===== src/hdl/qee_pkg.sv =====
// ----------------------------------------------------------------------------
// qee_pkg: shared types and constants for the queue edit engine
// Sizes, command and status codes, item and control structs.
// ----------------------------------------------------------------------------
package qee_pkg;

  localparam int DEPTH = 64;
  localparam int AW    = $clog2(DEPTH);
  localparam int CW    = $clog2(DEPTH + 1);
  localparam int WW    = 32;

  typedef logic signed [WW-1:0] word_t;

  typedef enum logic [2:0] {
    CMD_PUSH    = 3'd0,
    CMD_POP     = 3'd1,
    CMD_SEARCH  = 3'd2,
    CMD_INSERT  = 3'd3,
    CMD_REMOVE  = 3'd4,
    CMD_SPLIT   = 3'd5,
    CMD_REVERSE = 3'd6
  } cmd_t;

  typedef enum logic [1:0] {
    ST_OK     = 2'd0,
    ST_EMPTY  = 2'd1,
    ST_FULL   = 2'd2,
    ST_BADPOS = 2'd3
  } status_t;

  typedef struct packed {
    logic [2:0]         cmd;
    logic signed [31:0] value;
    logic [6:0]         position;
  } in_item_t;

  typedef struct packed {
    logic signed [31:0] out_value;
    logic               has_value;
    logic               found;
    logic [1:0]         status;
    logic [6:0]         fill_level;
    logic               last;
  } out_item_t;

  typedef struct packed {
    logic load;
    logic rd;
    logic step;
    logic pass2;
    logic fin;
  } ctl_t;

  typedef struct packed {
    logic walk;
    logic walk_done;
    logic need_pass2;
    logic need_out;
    logic out_busy;
    logic ins_point;
    logic fin_emit;
  } sts_t;

endpackage


===== src/hdl/qee_ctrl.sv =====
// ----------------------------------------------------------------------------
// qee_ctrl: command sequencer
// Steps the datapath through dispatch, entry walk and final result.
// ----------------------------------------------------------------------------
module qee_ctrl (
  input  logic          clk,
  input  logic          rst_n,
  input  logic          in_valid,
  output logic          in_ready,
  input  qee_pkg::sts_t sts,
  output qee_pkg::ctl_t ctl
);

  typedef enum logic [2:0] {
    S_IDLE,
    S_DISP,
    S_RD,
    S_PR,
    S_FIN
  } state_t;

  state_t state_r, state_nxt;

  always_comb begin
    state_nxt = state_r;
    ctl       = '0;
    in_ready  = 1'b0;
    case (state_r)
      S_IDLE: begin
        in_ready = 1'b1;
        if (in_valid) begin
          ctl.load  = 1'b1;
          state_nxt = S_DISP;
        end
      end
      S_DISP: begin
        state_nxt = sts.walk ? S_RD : S_FIN;
      end
      S_RD: begin
        if (sts.walk_done) begin
          if (sts.need_pass2) begin
            ctl.pass2 = 1'b1;
          end else begin
            state_nxt = S_FIN;
          end
        end else begin
          ctl.rd    = 1'b1;
          state_nxt = S_PR;
        end
      end
      S_PR: begin
        if (!(sts.need_out && sts.out_busy)) begin
          ctl.step  = 1'b1;
          state_nxt = sts.ins_point ? S_PR : S_RD;
        end
      end
      S_FIN: begin
        // fin rewrites the result register, so a waiting split item goes first
        if (!sts.out_busy) begin
          ctl.fin   = 1'b1;
          state_nxt = S_IDLE;
        end
      end
      default: state_nxt = S_IDLE;
    endcase
  end

  always_ff @(posedge clk) begin
    if (!rst_n) begin
      state_r <= S_IDLE;
    end else begin
      state_r <= state_nxt;
    end
  end

endmodule


===== config.mk =====
export PLATFORM = sky130hd
export DESIGN_NAME = qee_ctrl
export DESIGN_NICKNAME = d
export VERILOG_FILES = /design/src/hdl/qee_pkg.sv /design/src/hdl/qee_ctrl.sv
export SDC_FILE = /design/constraint.sdc
export NUM_CORES = 1
export LEC_CHECK = 0
export BUFFER_PORTS_ARGS = -buffer_cell sky130_fd_sc_hd__buf_2
export CAP_MARGIN = 10
export CORE_AREA = 3 3 40 42
export CTS_BUF_LIST = sky130_fd_sc_hd__clkbuf_4 sky130_fd_sc_hd__clkbuf_8 sky130_fd_sc_hd__clkbuf_16
export DETAILED_ROUTE_END_ITERATION = 16
export DIE_AREA = 0 0 43 45
export HOLD_SLACK_MARGIN = 0.15
export PLACE_DENSITY_LB_ADDON = 0.2
export SLEW_MARGIN = 20
export SYNTH_ARGS = -nofsm -noshare
export SYNTH_HDL_FRONTEND = slang
export SYNTH_SLANG_ARGS = --single-unit

===== constraint.sdc =====
create_clock -name clk -period 2.5 [get_ports clk]
set_clock_uncertainty 0.1 [all_clocks]
set_input_delay 0.25 -clock clk [delete_from_list [all_inputs] [get_ports clk]]
set_output_delay 0.25 -clock clk [all_outputs]
set_load 0.005 [all_outputs]

# [After elaboration in Yosys (flattened, before gate mapping)]
# Index checks and enable logic that the tools add are counted.
[totals] ff_bits=3 latchBits=0 ram_bits=0 mem_bits_ro=0 out_inout_bits=6 elab_cells=32 memories=0
[op_classes] add_sub_neg=0 multipliers=0 n_div=0 order_cmp=0 n_eq_ne=8 shifts=0 mux=20 bitwise=0 n_reduce_logical=3
[op_table] cell="$mux W3" n=6
[op_table] cell="$pmux W3 S5" n=1
[op_table] cell="$mux W1" n=13
[op_table] cell="$eq A3 B2 Y1 const B" n=2
[op_table] cell="$ne A2 B2 Y1 const B" n=3
[op_table] cell="$reduce_and A4 Y1" n=1
[op_table] cell="$eq A3 B1 Y1 const B" n=1
[op_table] cell="$eq A3 B3 Y1 const B" n=1
[op_table] cell="$logic_not A3 Y1" n=1
[op_table] cell="$ne A3 B3 Y1 const B" n=1
[op_table] cell="$logic_and A1 B1 Y1" n=1

# [Longest topological paths before layout]
# Gate-level depths: netlist (run 1).
[depth] depth_word=3 ltp_mapped=5 ltp_nobuf=4

# [Worst setup path after synthesis (run 1)]
# OpenSTA, ideal clock, no wires.
[synth_path] kind="reg2reg" from="reg state_r[1]" to="reg state_r[2]" setup_ns=0.072 t_arrival_ns=1.036 t_required_ns=2.328 setup_slack_ns=1.292 path_stages_with_launch=5 path_cell_list="dfxtp_1 > nor2b_4 > and3_4 > nand3b_4 > mux2i_1"
[synth_via] elab_chain_cells=3
[synth_rtl] element="from (decl)" line="qee_ctrl.sv:22" rtl="state_t state_r, state_nxt;"
[synth_rtl] element="from (signal assigned)" line="qee_ctrl.sv:72" rtl="state_r <= state_nxt;"
[synth_rtl] element="$eq A3 B2 Y1 (tied with other cells)" line="qee_ctrl.sv:28" rtl="case (state_r)"
[synth_rtl] element="$ne A3 B3 Y1 (no line) / $ne A2 B2 Y1 (equally long branches)"
[synth_rtl] element="$reduce_and A4 Y1 (no line)"
# Parallel ways exist; a longest one is shown, timed or not.
# A chain may end at the register's enable or synchronous reset.

==> flow_summary.toml, run 1 <==
[setup_path]
r2r_cells = 4
crit_path_end_kind = "primary output"
cp_num_cells = 3
critical_path_buf_inv_count = 1
worst_path_largest_cell_delay_ns = 0.48
crit_required_ns = 2.15
critPathKind = "flop to primary output"
cpMaxStageDelayCell = "dfxtp_1"
crit_fanout = 11
path_cells = "and2b_4 > and3_4 > buf_2"
worstPathArrival_ns = 1.24
startpoint_type = "flop"
cpLargestDelayFamily = "flip-flops"

[route]
routedWlPerCell_um = 9.646
drc = 0
vias = 292
drt_iter0_drc = 4
drt-total-wl_um = 627
vias_per_cell = 4.492
firstDrtPassIters = 3
ant_nets = 0

[clocking]
ctsHoldBuffers = 0
post_cts_resized = 0
htreeDepth = 1
tritoncts = "done"
cts_root_buf = "clkbuf_4"
cts.sinks = 3
cts.path.max_buffers = 2
cts.clk_slew.worst_paths_ns = 0.04
cts_setup_buffers = 0
cts_made_buffers = 3
insertion_delay_ns = 0.23

[timing]
period_share_pct = 63.60
hold_viol_final = 0
maxSlewHeadroom_pct = 80.22
rsz0062_at_grt = "false"
fin_setup_tns_ns = 0
finalWorstSetupSlack_ns = 0.9100
holdWs_ns = 0.1895
maxSlewViolCount = 0
tightest_slew_ns = 0.2963
setup-violations-final = 0
layout_min_cycle_time_ns = 1.590
fmax_mhz = 628.9

[finish]
fin_area_um2 = 380.4
multi_input_area_um2 = 201.4
diodes = 0
top_regs = "state_r x3"
fin_nets = 61
stdcell_count = 65
area_growth_pct = 41.40
regMostFlops = "state_r"
final-seq-area_um2 = 60.06
num-fill-cells = 149
utilization_pct = 29.60
largest_register_ffs = 3
final_cell_mix = "buf_2 (14), nand2_1 (5), nand2b_1 (4), clkbuf_4 (4)"
final_common_cell = "buf_2"
drive_gt1_share_pct = 48.00

[global_route]
use_met2_pct = 11.08
grt_antenna_before_repair = 0
grt_max_degree = 12
grt_usage_pct = 6.988
grt_pass1_vias = 264
globalRouteMet3Util_pct = 1.195
grt_use_met1_pct = 6.971
grt.busiest_layer = "met2"
grt_pass1_wl_um = 959
gr-total-overflow = 0

[pwr]
leakagePower_nw = 0.1778
vdd_ir_drop_max_v = 0.0002011
total_power_mw = 0.1955
powerDensity_nw_per_um2 = 514.1

[synthesis]
ys_async_sr_fraction_pct = 0
avgSynthCellArea_um2 = 8.152
synthFlopType = "dfxtp_1"
syn_area_um2 = 269.0
synth_cell_type_count = 20
yosysTopAreaCellShare_pct = 22.33
yosysTopAreaCell = "dfxtp_1"
synth-warning-count = 0
synth_nets = 43
synth-edff-count = 0
syn-instance-count = 33
ys_seq_area_share_pct = 22.33
synthTopCellsByArea = "dfxtp_1 (22%), nand2b_1 (9.3%), nand3b_4 (7.4%), nand2_1 (7.0%), a21oi_1 (5.6%)"
ys_ff_latch = 3

[floorplan]
initial_core_util_pct = 20.93
dieWidth_um = 43
die_h_um = 45
core_area_um2 = 1285
row_count = 13
ios = 16
die_area_um2 = 1935

[placed_design]
dp.cells = 61
post-place-ws_ns = 1.121
gp_congestion = 0.6636
dp_hpwl_um = 517
port_buffers = 14
place_area_um2 = 350.3

[status]
status = "complete, no violations"

[flow_run]
max_cap_violations = 0

[worst_hold_path]
min_path_type = "primary input to flop"
hold_depth = 3
==> power by group <==
group	total, mW	internal [mW]	switching (mW)
combinational	0.0428	0.0245	0.0183
clock	0.0946	0.0706	0.0240
sequential	0.0581	0.0514	0.00676
total	0.196	0.146	0.0491
==> metal layers <==
layer	wire length, um	part of all wire (%)
met5	0	0
met4	0	0
met3	51	8.1
met2	302	48
met1	273	44
==> worst register-to-register path, delay by kind of cell (launching register included) <==
kind	cells	cell delay, ns
flops	1	0.48
mux	1	0.11
simple gates	3	0.55
==> synth_stat cells (2+ instances only) <==
master    count
a21oi_1       3
nand2_1       5
nand2b_1      4
nor3b_1       2
nor3_1        2
dfxtp_1       3
==> worst paths after layout <==
check	to	slack [ns]	from
max	ctl[1]	0.91	state_r[0]
min	state_r[1]	0.19	sts[6]
max reg2reg	state_r[2]	1.14	state_r[0]
min reg2reg	state_r[2]	0.46	state_r[2]
==> cells by family (layout without fill, tap and decap cells) <==
| kind of cell | after synthesis | count (layout) | synth area share [%] |
|---|---|---|---|
| simple gates | 23 | 23 | 60.93 |
| compound gates | 5 | 5 | 10.23 |
| flops | 3 | 3 | 22.33 |
| mux | 1 | 1 | 3.721 |
| buf+inv | 1 | 18 | 2.792 |
==> final cells by class <==
type                    instances  area share [%]
clock buffers                   4           7.895
flip-flops and latches          3           15.79
repair buffers                 14           18.42
well taps                      15           4.934
multi-input cells              29           52.96
Note: power is estimated with default switching activity, not from simulation.
==> inputs of run 2 (changes only) <==
==> constraint.sdc (replaced) <==
create_clock -name clk -period 1.4 [get_ports clk]
set_clock_uncertainty 0.1 [all_clocks]
set_input_delay 0.14 -clock clk [delete_from_list [all_inputs] [get_ports clk]]
set_output_delay 0.14 -clock clk [all_outputs]
set_load 0.005 [all_outputs]
==> flow_summary.toml, run 2 (synthesized netlist as in run 1, its figures left out) <==
[finish]
area_growth_pct = 67.91
final_cell_mix = "buf_2 (14), nand2_1 (5), nand2b_1 (4), clkbuf_4 (4), dlygate4sd3_1 (4)"
largest_register_ffs = 3
utilization_pct = 35.15
final-seq-area_um2 = 61.31
drive_gt1_share_pct = 50.00
diodes = 0
multi_input_area_um2 = 212.7
final_common_cell = "buf_2"
regMostFlops = "state_r"
fin_nets = 67
num-fill-cells = 144
top_regs = "state_r x3"

[clocking]
insertion_delay_ns = 0.23
cts_root_buf = "clkbuf_4"
cts.clk_slew.worst_paths_ns = 0.04
cts_made_buffers = 3
cts.path.max_buffers = 2
tritoncts = "done"
cts.sinks = 3
cts_setup_buffers = 0
htreeDepth = 1

[timing]
maxSlewViolCount = 0
fin_setup_tns_ns = 0
setup-violations-final = 0
layout_min_cycle_time_ns = 1.350
hold_viol_final = 0
fmax_mhz = 740.8
maxSlewHeadroom_pct = 89.34
holdWs_ns = 0.1562
period_share_pct = 96.42
tightest_slew_ns = 0.1583
rsz0062_at_grt = "true"

[placed_design]
gp_congestion = 0.6881
port_buffers = 14
dp_hpwl_um = 536

[route]
drc = 0
vias = 309
routedWlPerCell_um = 9.141
vias_per_cell = 4.352
drt-total-wl_um = 649
drt_iter0_drc = 1
firstDrtPassIters = 4
ant_nets = 0

[global_route]
grt_max_degree = 9
grt_usage_pct = 7.066
gr-total-overflow = 0
grt_pass1_vias = 265
grt_pass1_wl_mm = 1.014
grt_antenna_before_repair = 0

[setup_path]
critPathKind = "flop to primary output"
worst_path_largest_cell_delay_ns = 0.38
r2r_slack_ns = 0.17
crit_required_ns = 1.16
crit_path_end_kind = "primary output"
critical_path_buf_inv_count = 1
worstPathArrival_ns = 1.11
cpMaxStageDelayCell = "dfxtp_1"
startpoint_type = "flop"
cpLargestDelayFamily = "flip-flops"
path_cells = "and2b_4 > and3_4 > buf_2"
crit_fanout = 4

[worst_hold_path]
min_path_type = "primary input to flop"

[floorplan]
dieWidth_um = 43
die_h_um = 45
initial_core_util_pct = 20.93
row_count = 13
ios = 16
core_area_um2 = 1285
die_area_um2 = 1935

[pwr]
total_power_mw = 0.3730
leakagePower_nw = 0.2105
powerDensity_nw_per_um2 = 825.9
vdd_ir_drop_max_v = 0.0003568

[status]
status = "complete, no violations"

[flow_run]
max_cap_violations = 0
==> run 2: cell type report <==
cell class                 count  area share, %
timing repair buffer          20          28.53
tap                           15          4.155
clock buffer                   4          6.648
sequential                     3          13.57
multi-input combinational     29          47.09
==> run 2: what timing repair did <==
action / 4_1_cts / 5_1_grt
hold endpoints to repair: 3 / 0
endpoints found under the setup margin: 1 / 3
hold buffers: 4 / 0
resized for setup: 1 / 3
==> run 2: worst paths after layout <==
| check | from | end | cells past startpoint |
|---|---|---|---|
| worst max register to register | state_r[0] | state_r[2] | 4 |
| worst min-delay path | sts[1] | state_r[0] | 3 |
| worst min register to register | state_r[0] | state_r[1] | 2 |
| worst max-delay path | state_r[0] | ctl[1] | 3 |
==> run 2: metal layers <==
metal | routed length [um] | up-vias | share of wire (%) | global-route usage, %
li1 | - | 162 | - | -
met1 | 286 | 138 | 44 | 8.393
met2 | 306 | 9 | 47 | 11.08
met3 | 56 | 0 | 8.6 | 1.594
met4 | 0 | 0 | 0 | 5.422
met5 | 0 | - | 0 | 0
==> run 2: metrics by stage <==
| step | instance area [um2] | worst slack (ns) | instances |
|---|---|---|---|
| floorplan | 269.0 | 0.1919 | 33 |
| global placement | 365.4 | 0.1840 | 63 |
| detailed placement | 365.4 | 0.1898 | 63 |
| CTS | 440.4 | 0.02887 | 71 |
| global route | 451.7 | -0.008239 | 71 |
| finish | 451.7 | 0.05014 | 71 |
==> run 2: worst reg2reg max path, stage by stage (launching register included) <==
cell,delay (ns)
dfxtp_1,0.38
and2b_4,0.21
and3_4,0.17
nand3b_4,0.14
mux2i_1,0.11
==> run 2: report_power, final <==
part           internal [mW]  switching, mW  total (mW)
sequential            0.0921        0.00705      0.0991
combinational         0.0614         0.0432       0.105
clock                  0.126         0.0434       0.169
total                  0.279         0.0936       0.373
