File: src/hdl/qee_pkg.sv
// ----------------------------------------------------------------------------
// qee_pkg: shared types and constants for the queue edit engine
// Sizes, command and status codes, item and control structs.
// ----------------------------------------------------------------------------
package qee_pkg;

  localparam int DEPTH = 64;
  localparam int AW    = $clog2(DEPTH);
  localparam int CW    = $clog2(DEPTH + 1);
  localparam int WW    = 32;

  typedef logic signed [WW-1:0] word_t;

  typedef enum logic [2:0] {
    CMD_PUSH    = 3'd0,
    CMD_POP     = 3'd1,
    CMD_SEARCH  = 3'd2,
    CMD_INSERT  = 3'd3,
    CMD_REMOVE  = 3'd4,
    CMD_SPLIT   = 3'd5,
    CMD_REVERSE = 3'd6
  } cmd_t;

  typedef enum logic [1:0] {
    ST_OK     = 2'd0,
    ST_EMPTY  = 2'd1,
    ST_FULL   = 2'd2,
    ST_BADPOS = 2'd3
  } status_t;

  typedef struct packed {
    logic [2:0]         cmd;
    logic signed [31:0] value;
    logic [6:0]         position;
  } in_item_t;

  typedef struct packed {
    logic signed [31:0] out_value;
    logic               has_value;
    logic               found;
    logic [1:0]         status;
    logic [6:0]         fill_level;
    logic               last;
  } out_item_t;

  typedef struct packed {
    logic load;
    logic rd;
    logic step;
    logic pass2;
    logic fin;
  } ctl_t;

  typedef struct packed {
    logic walk;
    logic walk_done;
    logic need_pass2;
    logic need_out;
    logic out_busy;
    logic ins_point;
    logic fin_emit;
  } sts_t;

endpackage

File: src/hdl/qee_ram.sv
// ----------------------------------------------------------------------------
// qee_ram: generic simple dual-port RAM
// One write port, one read port with registered read data.
// ----------------------------------------------------------------------------
module qee_ram #(
  parameter int WIDTH = 32,
  parameter int DEPTH = 64
) (
  input  logic                     clk,
  input  logic                     wr_en,
  input  logic [$clog2(DEPTH)-1:0] wr_addr,
  input  logic [WIDTH-1:0]         wr_data,
  input  logic [$clog2(DEPTH)-1:0] rd_addr,
  output logic [WIDTH-1:0]         rd_data
);

  logic [WIDTH-1:0] mem [DEPTH];

  always_ff @(posedge clk) begin
    if (wr_en) begin
      mem[wr_addr] <= wr_data;
    end
    rd_data <= mem[rd_addr];
  end

endmodule

File: src/hdl/qee_dp.sv
// ----------------------------------------------------------------------------
// qee_dp: queue datapath
// Two entry banks; edits copy the queue into the idle bank in new order.
// ----------------------------------------------------------------------------
module qee_dp (
  input  logic               clk,
  input  logic               rst_n,
  input  qee_pkg::in_item_t  in_data,
  input  qee_pkg::ctl_t      ctl,
  output qee_pkg::sts_t      sts,
  output logic               out_valid,
  input  logic               out_ready,
  output qee_pkg::out_item_t out_data
);

  localparam int AW = qee_pkg::AW;
  localparam int CW = qee_pkg::CW;

  logic [2:0]         cmd_r;
  qee_pkg::word_t     val_r;
  logic [6:0]         pos_r;
  logic               bank_r;
  logic [AW-1:0]      head_r;
  logic [CW-1:0]      cnt_r, i_r, w_r, nt_r, ne_r;
  logic               pass2_r, ins_done_r, found_r;
  logic [AW-1:0]      rd_addr_r;
  logic               out_valid_r;
  qee_pkg::out_item_t out_r;

  qee_pkg::word_t     rd0, rd1, d;
  logic [AW-1:0]      phys, ram_rd_addr;
  logic               wr0, wr1, wr_en, wr_bank;
  logic [AW-1:0]      wr_addr;
  qee_pkg::word_t     wr_data;
  logic [CW-1:0]      n_walk, keep_n;
  logic               is_full, reject, less, taken;
  logic               out_busy;

  qee_ram #(.WIDTH(qee_pkg::WW), .DEPTH(qee_pkg::DEPTH)) u_bank0 (
    .clk(clk), .wr_en(wr0), .wr_addr(wr_addr), .wr_data(wr_data),
    .rd_addr(ram_rd_addr), .rd_data(rd0)
  );

  qee_ram #(.WIDTH(qee_pkg::WW), .DEPTH(qee_pkg::DEPTH)) u_bank1 (
    .clk(clk), .wr_en(wr1), .wr_addr(wr_addr), .wr_data(wr_data),
    .rd_addr(ram_rd_addr), .rd_data(rd1)
  );

  assign d       = bank_r ? rd1 : rd0;
  assign is_full = (cnt_r == CW'(qee_pkg::DEPTH));
  assign reject  = (pos_r == 7'd0) || (CW'(pos_r) > cnt_r) || is_full;
  assign less    = (d < val_r);
  assign taken   = (cmd_r == qee_pkg::CMD_SPLIT) && pass2_r && less;
  assign n_walk  = (cmd_r == qee_pkg::CMD_POP) ? CW'(1) : cnt_r;
  assign keep_n  = cnt_r - nt_r;
  assign out_busy = out_valid_r && !out_ready;

  always_comb begin
    if (cmd_r == qee_pkg::CMD_REVERSE) begin
      phys = AW'(CW'(head_r) + cnt_r - CW'(1) - i_r);
    end else begin
      phys = AW'(CW'(head_r) + i_r);
    end
  end

  assign ram_rd_addr = ctl.rd ? phys : rd_addr_r;

  always_comb begin
    sts.walk = 1'b0;
    case (cmd_r)
      qee_pkg::CMD_POP:     sts.walk = (cnt_r != '0);
      qee_pkg::CMD_SEARCH,
      qee_pkg::CMD_REMOVE,
      qee_pkg::CMD_SPLIT,
      qee_pkg::CMD_REVERSE: sts.walk = 1'b1;
      qee_pkg::CMD_INSERT:  sts.walk = !reject;
      default:              sts.walk = 1'b0;
    endcase
    sts.walk_done  = (i_r == n_walk);
    sts.need_pass2 = (cmd_r == qee_pkg::CMD_SPLIT) && !pass2_r;
    sts.need_out   = taken;
    sts.out_busy   = out_busy;
    sts.ins_point  = (cmd_r == qee_pkg::CMD_INSERT) && !ins_done_r &&
                     (i_r == CW'(pos_r) - CW'(1));
    sts.fin_emit   = !((cmd_r == qee_pkg::CMD_SPLIT) && (nt_r != '0));
  end

  // write port: walk copies go to the idle bank, push to the live bank
  always_comb begin
    wr_en   = 1'b0;
    wr_bank = !bank_r;
    wr_addr = w_r[AW-1:0];
    wr_data = d;
    if (ctl.step) begin
      case (cmd_r)
        qee_pkg::CMD_INSERT: begin
          wr_en = 1'b1;
          if (sts.ins_point) wr_data = val_r;
        end
        qee_pkg::CMD_REMOVE:  wr_en = (d != val_r);
        qee_pkg::CMD_SPLIT:   wr_en = pass2_r && !less;
        qee_pkg::CMD_REVERSE: wr_en = 1'b1;
        default:              wr_en = 1'b0;
      endcase
    end else if (ctl.fin && cmd_r == qee_pkg::CMD_PUSH && !is_full) begin
      wr_en   = 1'b1;
      wr_bank = bank_r;
      wr_addr = AW'(CW'(head_r) + cnt_r);
      wr_data = val_r;
    end
  end

  assign wr0 = wr_en && !wr_bank;
  assign wr1 = wr_en && wr_bank;

  always_ff @(posedge clk) begin
    if (!rst_n) begin
      bank_r      <= 1'b0;
      head_r      <= '0;
      cnt_r       <= '0;
      out_valid_r <= 1'b0;
    end else begin
      if (out_valid_r && out_ready) out_valid_r <= 1'b0;

      if (ctl.load) begin
        cmd_r      <= in_data.cmd;
        val_r      <= qee_pkg::word_t'(in_data.value);
        pos_r      <= in_data.position;
        i_r        <= '0;
        w_r        <= '0;
        nt_r       <= '0;
        ne_r       <= '0;
        pass2_r    <= 1'b0;
        ins_done_r <= 1'b0;
        found_r    <= 1'b0;
      end

      if (ctl.rd) rd_addr_r <= phys;

      if (ctl.pass2) begin
        pass2_r <= 1'b1;
        i_r     <= '0;
      end

      if (ctl.step) begin
        if (sts.ins_point) begin
          ins_done_r <= 1'b1;
        end else begin
          i_r <= i_r + CW'(1);
        end
        if (wr_en) w_r <= w_r + CW'(1);
        if (cmd_r == qee_pkg::CMD_SEARCH && d == val_r) found_r <= 1'b1;
        if (cmd_r == qee_pkg::CMD_SPLIT && !pass2_r && less) nt_r <= nt_r + CW'(1);
        if (taken) begin
          ne_r                 <= ne_r + CW'(1);
          out_valid_r          <= 1'b1;
          out_r.out_value      <= 32'(d);
          out_r.has_value      <= 1'b1;
          out_r.found          <= 1'b0;
          out_r.status         <= qee_pkg::ST_OK;
          out_r.fill_level     <= 7'(keep_n);
          out_r.last           <= (ne_r + CW'(1) == nt_r);
        end
      end

      if (ctl.fin) begin
        out_r.out_value  <= '0;
        out_r.has_value  <= 1'b0;
        out_r.found      <= 1'b0;
        out_r.status     <= qee_pkg::ST_OK;
        out_r.fill_level <= 7'(cnt_r);
        out_r.last       <= 1'b1;
        if (sts.fin_emit) out_valid_r <= 1'b1;
        case (cmd_r)
          qee_pkg::CMD_PUSH: begin
            if (is_full) begin
              out_r.status <= qee_pkg::ST_FULL;
            end else begin
              cnt_r            <= cnt_r + CW'(1);
              out_r.fill_level <= 7'(cnt_r + CW'(1));
            end
          end
          qee_pkg::CMD_POP: begin
            if (cnt_r == '0) begin
              out_r.status <= qee_pkg::ST_EMPTY;
            end else begin
              head_r           <= head_r + AW'(1);
              cnt_r            <= cnt_r - CW'(1);
              out_r.fill_level <= 7'(cnt_r - CW'(1));
              out_r.out_value  <= 32'(d);
              out_r.has_value  <= 1'b1;
            end
          end
          qee_pkg::CMD_SEARCH: out_r.found <= found_r;
          qee_pkg::CMD_INSERT: begin
            if ((pos_r == 7'd0) || (CW'(pos_r) > cnt_r)) begin
              out_r.status <= qee_pkg::ST_BADPOS;
            end else if (is_full) begin
              out_r.status <= qee_pkg::ST_FULL;
            end else begin
              bank_r           <= !bank_r;
              head_r           <= '0;
              cnt_r            <= w_r;
              out_r.fill_level <= 7'(w_r);
            end
          end
          qee_pkg::CMD_REMOVE,
          qee_pkg::CMD_SPLIT,
          qee_pkg::CMD_REVERSE: begin
            bank_r           <= !bank_r;
            head_r           <= '0;
            cnt_r            <= w_r;
            out_r.fill_level <= 7'(w_r);
          end
          default: out_r.status <= qee_pkg::ST_OK;
        endcase
      end
    end
  end

  assign out_valid = out_valid_r;
  assign out_data  = out_r;

endmodule

File: config.mk
export PLATFORM = sky130hd
export DESIGN_NAME = qee_dp
export DESIGN_NICKNAME = d
export VERILOG_FILES = /design/src/hdl/qee_pkg.sv /design/src/hdl/qee_ram.sv /design/src/hdl/qee_dp.sv
export SDC_FILE = /design/constraint.sdc
export NUM_CORES = 2
export LEC_CHECK = 0
export BUFFER_PORTS_ARGS = -buffer_cell sky130_fd_sc_hd__buf_2
export CORE_MARGIN = 2
export CORE_UTILIZATION = 63
export DETAILED_ROUTE_END_ITERATION = 16
export HOLD_SLACK_MARGIN = 0.03
export PLACE_DENSITY = 0.79
export SKIP_CTS_REPAIR_TIMING = 1
export SYNTH_ARGS = -nofsm -noshare
export SYNTH_HDL_FRONTEND = slang
export SYNTH_SLANG_ARGS = --single-unit
File: constraint.sdc
create_clock -name clk -period 9.2 [get_ports clk]
set_input_delay 0.46 -clock clk [delete_from_list [all_inputs] [get_ports clk]]
set_output_delay 0.46 -clock clk [all_outputs]
set_load 0.05 [all_outputs]
### Word-level counts from Yosys, hierarchy flattened

Memories as Yosys holds them, arrays and structs flattened. A register that Yosys moved wholly into a read port is not among the register bits.
Cells that the tools add are included.

| cells by class | value |
|---|---|
| add/sub/neg operators | 13 |
| multipliers | 0 |
| divide/modulo/power cells | 0 |
| $lt $le $gt $ge | 2 |
| equality and inequality tests | 15 |
| shifts and indexed selects | 0 |
| mux-type cells | 67 |
| bitwise operators | 0 |
| reduce and logical (&&, ||, !) cells | 44 |

Operator list:

| cell | count |
|---|---|
| 2-to-1 mux 32 bit | 5 |
| 2-to-1 mux 44 bit | 3 |
| 2-to-1 mux 7 bit | 18 |
| 2-to-1 mux 33 bit | 2 |
| 2-to-1 mux 6 bit | 7 |
| adder 7 x 1 -> 7 bit, second input constant | 5 |
| == test 32 bit | 1 |
| < comparator 32 bit | 1 |
| inequality test 32 bit | 1 |
| case mux 7 bit (4 select lines) | 1 |
| 2-to-1 mux 1 bit | 24 |
| == test 7 bit | 3 |
| case mux 6 bit (3 select lines) | 1 |
| logical AND 1 bit | 15 |
| zero test 7 bit | 2 |
| nonzero test 7 bit | 2 |
| subtractor 7 x 1 -> 7 bit, second input constant | 2 |
| adder 6 bit | 2 |
| == test 3 bit, second input constant | 3 |
| zero test 1 bit | 9 |
| nonzero test 2 bit | 4 |
| == test 7 bit, second input constant | 1 |
| > comparator 7 bit | 1 |
| subtractor 7 bit | 1 |
| other kinds (20) | 27 |

| word-level totals | value |
|---|---|
| bits in registers | 138 |
| bits in latches | 0 |
| bits in writable memories | 4096 |
| ROM bits | 0 |
| output and inout bits | 52 |
| word-level logic and storage cells | 164 |
| memories | 2 |

Memories:

| memory | words | bits a word | read ports | clocked after memory_dff | wr ports | line | RTL |
|---|---|---|---|---|---|---|---|
| u_bank0.mem | 64 | 32 | 1 | 1 | 1 | qee_ram.sv:17 | `logic [WIDTH-1:0] mem [DEPTH];` |
| u_bank1.mem | 64 | 32 | 1 | 1 | 1 | qee_ram.sv:17 |  |

### Longest topological paths before layout

| depth | value |
|---|---|
| word-level depth | 9 |
| depth in mapped cells | 18 |
| depth with buffers taken out | 15 |

### Hierarchy

From an unflattened synthesis, not the netlist that was laid out.

| unflattened totals | value |
|---|---|
| cells, all modules | 7628 |
| area, all modules | 166542.2 µm² |

Modules (own cells, without submodules):

| module | times used | cells each | area each (µm²) | seq. area each (µm²) |
|---|---|---|---|---|
| qee_ram at u_bank0 | 1 | 3324 | 78519.1 | 62139.6 |
| qee_ram at u_bank1 | 1 | 3324 | 78515.3 | 62139.6 |
| qee_dp | 1 | 980 | 9507.9 | 3993.8 |

### Worst setup path after synthesis

Ideal clock, no wire load.

| timing | value |
|---|---|
| kind | reg-to-reg |
| start point | register pos_r[2] |
| end point | memory u_bank0.mem[0][30], data pin |
| setup time | 892 ps |
| arrival time | 7631 ps |
| required time | 8308 ps |
| slack | 676 ps |
| cell stages (with the launch flop) | 9 |
| buffers on the path | 2 |
| cells stage by stage | edfxtp_1 > clkbuf_1 > or4_1 > nand3_1 > o311ai_0 > a2111oi_1 > a21oi_1 > clkbuf_1 > a21oi_1 |

RTL lines:

| element | line | RTL |
|---|---|---|
| from (decl) | qee_dp.sv:21 | `logic [6:0] pos_r;` |
| from (signal assigned) | qee_dp.sv:128 | `pos_r <= in_data.position;` |
| to (decl) | qee_ram.sv:17 |  |

### Worst setup path in the final report

| timing | value |
|---|---|
| start point | register cnt_r[0] |
| end point | register u_bank0.rd_data[29], read port of u_bank0.mem |

| on the way | value |
|---|---|
| cells in the longest elaborated chain, start to end | 5 |

RTL lines:

| element | line | RTL |
|---|---|---|
| from (decl) | qee_dp.sv:24 | `logic [CW-1:0] cnt_r, i_r, w_r, nt_r, ne_r;` |
| from (signal assigned) | qee_dp.sv:179 | `cnt_r <= cnt_r + CW'(1);` |
| from (signal assigned) | qee_dp.sv:188 | `cnt_r <= cnt_r - CW'(1);` |
| from (signal assigned) | qee_dp.sv:203 | `cnt_r <= w_r;` |
| adder 6 bit | qee_dp.sv:60 | `phys = AW'(CW'(head_r) + cnt_r - CW'(1) - i_r);` |
| subtractor 6 x 1 -> 6 bit | qee_dp.sv:60 |  |
| subtractor 6 bit | qee_dp.sv:60 |  |
| 2-to-1 mux 6 bit | qee_dp.sv:59 | `if (cmd_r == qee_pkg::CMD_REVERSE) begin` |
| 2-to-1 mux 6 bit | - |  |
| to (decl) | qee_ram.sv:14 | `output logic [WIDTH-1:0] rd_data` |

Every way passes these cells.
A chain may end at the register's enable or synchronous reset.

==> flow_summary.ini <==
[yosys]
synth-main-ff-cell = edfxtp_1
synth_edf_count = 4219
seq_area_frac_synth_pct = 76.41
ys_types = 73
synth-simple-area-share_pct = 3.906
synth_xor_area_share_pct = 0.2139
syn_nets = 8949
ys_warn_count = 0
synth_mux_area_share_pct = 11.65
synthArstFlopShare_pct = 0
synth_top_family_by_area = multiplexers
synth_compound_area_share_pct = 5.552
ys_seq_elements = 4298
synth.avg_cell_area_sq_um = 19.02
yosys.area_share.adder_pct = 0.5694
syn_inst = 8825
synth_area_sq_um = 167900

[cts]
cts_max_level = 5
cts_made_buffers = 411
cts_tree = built
cts_buffer_depth = 4
cts-root-buf = clkbuf_16
cts_sinks = 4298
clk_latency_ps = 980
clk_pin_slew_ps = 70

[timing]
finalCritPeriodShare_pct = 75.66
hold_violations = 0
rsz0062_at_grt = false
setup_violations = 0
tns_ps = 0
relSlewSlack_pct = 1.817
layout_setup_ws_ps = 2239
whs_ps = 31.75
worst_pin_slew_ps = 1432
finalClockSkew_ps = 69.74
final.min_clock_period_ps = 6961
slew_violations = 0
max_freq_mhz = 143.7

[layout]
area_delta_synth_final_pct = 12.05
drive_gt1_share_pct = 21.14
layout_common_cells = edfxtp_1 (4219), nand2_1 (790), mux4_2 (789)
fin_cells = 13040
nets = 9268
fin_area_sq_um = 188100
final_common_cell = edfxtp_1
nFillCells = 14490

[setup_path]
required_ps = 10040
cp-start-kind = register
cpMaxStageDelayCell = inv_8
worstSetupPathType = reg2reg
path_cells = ha_1 -> fa_1 -> fa_1 -> and4b_1 -> a211o_1 -> buf_4 -> nand2_4 -> inv_8 -> buf_12 -> buf_4 -> mux4_2 -> a22o_1 -> a221oi_1 -> nor3_1 -> a211o_1
cpPeakStageDelay_ps = 780
r2r-start = cnt_r[0]$_SDFFE_PN0P_
crit_path_max_fanout = 102
crit_path_end_kind = register
reg2reg_depth = 15
startpoint = cnt_r[0]$_SDFFE_PN0P_
cp.arrival_ps = 7810

[placed_design]
post-place-cells = 12220
place_area_sq_um = 174400
io_buffers = 101
dpl_worst_slack_ps = 2517
place_hpwl_microns = 250700
place.gp.congestion = 0.8977

[floorplanning]
core_area_sq_um = 265100
num_rows = 189
start_util_pct = 63.33
dieArea_sq_um = 270600
die_y_microns = 520.2
io_pins = 102
fp.dieW_microns = 520.2

[job]
max_cap_violations = 0

[detailed_routing]
ant_nets = 0
dr_total_vias = 96490
vias_per_cell = 7.402
drt-total-wl_microns = 486700
post_drt_wl_per_cell_microns = 37.34
firstDrtPassIters = 14
drt-initial-drc-count = 17650
drc = 0

[global_routing]
grt_usage_pct = 35.67
grt_pass1_wl_microns = 684500
antenna_found_initial = 33
grt_pass1_vias = 95250
overflow = 0
grt_max_degree = 225

[power]
peakVddDrop_mv = 0.1952
powerDensity_nw_per_um2 = 255.2
p_leak_nw = 60.56

[hold_path]
hold_path_class = in2reg
hold_depth = 3
min_from = ctl[2]

[status]
outcome = complete, no violations
cells in the mapped netlist, types with 32 or more instances:
library cell | number | area, sq um
a2111oi_0 | 43 | 376.6
a211o_1 | 32 | 280.3
a211oi_1 | 110 | 825.8
a21o_1 | 54 | 405.4
a21oi_1 | 366 | 1832
a221oi_1 | 114 | 998.5
a22o_1 | 88 | 770.7
a22oi_1 | 172 | 1291
a311oi_1 | 44 | 385.4
a32oi_1 | 78 | 683.2
and3_1 | 51 | 319.1
buf_1 | 51 | 191.4
buf_2 | 166 | 830.8
clkbuf_1 | 335 | 1257
dfxtp_1 | 79 | 1582
edfxtp_1 | 4219 | 126700
ha_1 | 70 | 875.8
inv_1 | 102 | 382.9
mux2i_1 | 174 | 1742
mux4_2 | 789 | 17770
nand2_1 | 791 | 2969
nand3_1 | 141 | 705.7
nor2_1 | 113 | 424.2
nor3_1 | 184 | 920.9
o21ai_0 | 79 | 395.4
through the flow:
step	util, %	power [mW]
after floorplan	-	28.27
after global placement	65.79	30.87
after detailed placement	65.79	31.17
after CTS	70.78	47.71
after global routing	70.95	48.85
final	70.96	48.00
layout make-up:
type	count	area, sq um	share of cell area (%)
Timing Repair Buffer	481	3809	2.025
Sequential cell	4298	128300	68.19
Tap cell	3533	4420	2.350
Multi-Input combinational cell	3847	37940	20.17
Inverter	105	422.9	0.2248
Clock inverter	225	2190	1.164
Antenna cell	11	27.53	0.01463
Clock buffer	536	11020	5.858
layer usage:
metal  vias to the layer above  global-route usage, %  wire length, microns
li1                      36880                      -                     -
met1                     48650                  47.31                156700
met2                      9198                  53.80                222900
met3                      1729                  10.06                 72840
met4                        26                  20.56                 34060
met5                         -                      0                   155
flip-flops by register name (all words and copies together) (netlist names):
| name | cells |
|---|---|
| u_bank0.mem | 2048 |
| nt_r | 7 |
| cnt_r | 7 |
| ne_r | 7 |
| head_r | 6 |
| rd_addr_r | 6 |
| cmd_r | 3 |
| found_r | 1 |
| u_bank0.rd_data | 32 |
| val_r | 32 |
| out_data | 44 |
| pos_r | 7 |
| pass2_r | 1 |
| out_valid | 1 |
| i_r | 7 |
| bank_r | 1 |
| u_bank1.mem | 2048 |
| w_r | 7 |
| u_bank1.rd_data | 32 |
| ins_done_r | 1 |
path summary, 6_finish.rpt:
check	to	slack (ps)
max	u_bank0.rd_data[29]$_DFF_P_	2240
min	ins_done_r$_DFFE_PP_	30
min reg2reg	out_data[10]$_SDFFCE_PN0P_	590
max reg2reg	u_bank0.rd_data[29]$_DFF_P_	2240
kinds of logic after synthesis:
| logic type | Yosys count |
|---|---|
| flip-flops | 4298 |
| XOR/XNOR | 41 |
| AND/OR/NAND/NOR | 1461 |
| AO/OA/AOI/OAI | 1304 |
| buffers and inverters | 680 |
| adder cells (fa/ha/maj) | 74 |
| multiplexers | 967 |
report_power, final:
part / internal, mW / total, mW / switching, mW
combinational: 1.75 / 7.26 / 5.51
sequential: 23.7 / 23.9 / 0.248
clock: 9.37 / 16.8 / 7.45
worst max-delay path, delay by kind of cell (launching register included):
family,cells,cell delay (ps)
adder cells (fa/ha/maj),3,1340
flip-flops,1,580
AO/OA/AOI/OAI,4,1360
multiplexers,1,390
AND/OR/NAND/NOR,3,780
buffers and inverters,4,2140
Note: power is estimated with default switching activity, not from simulation.
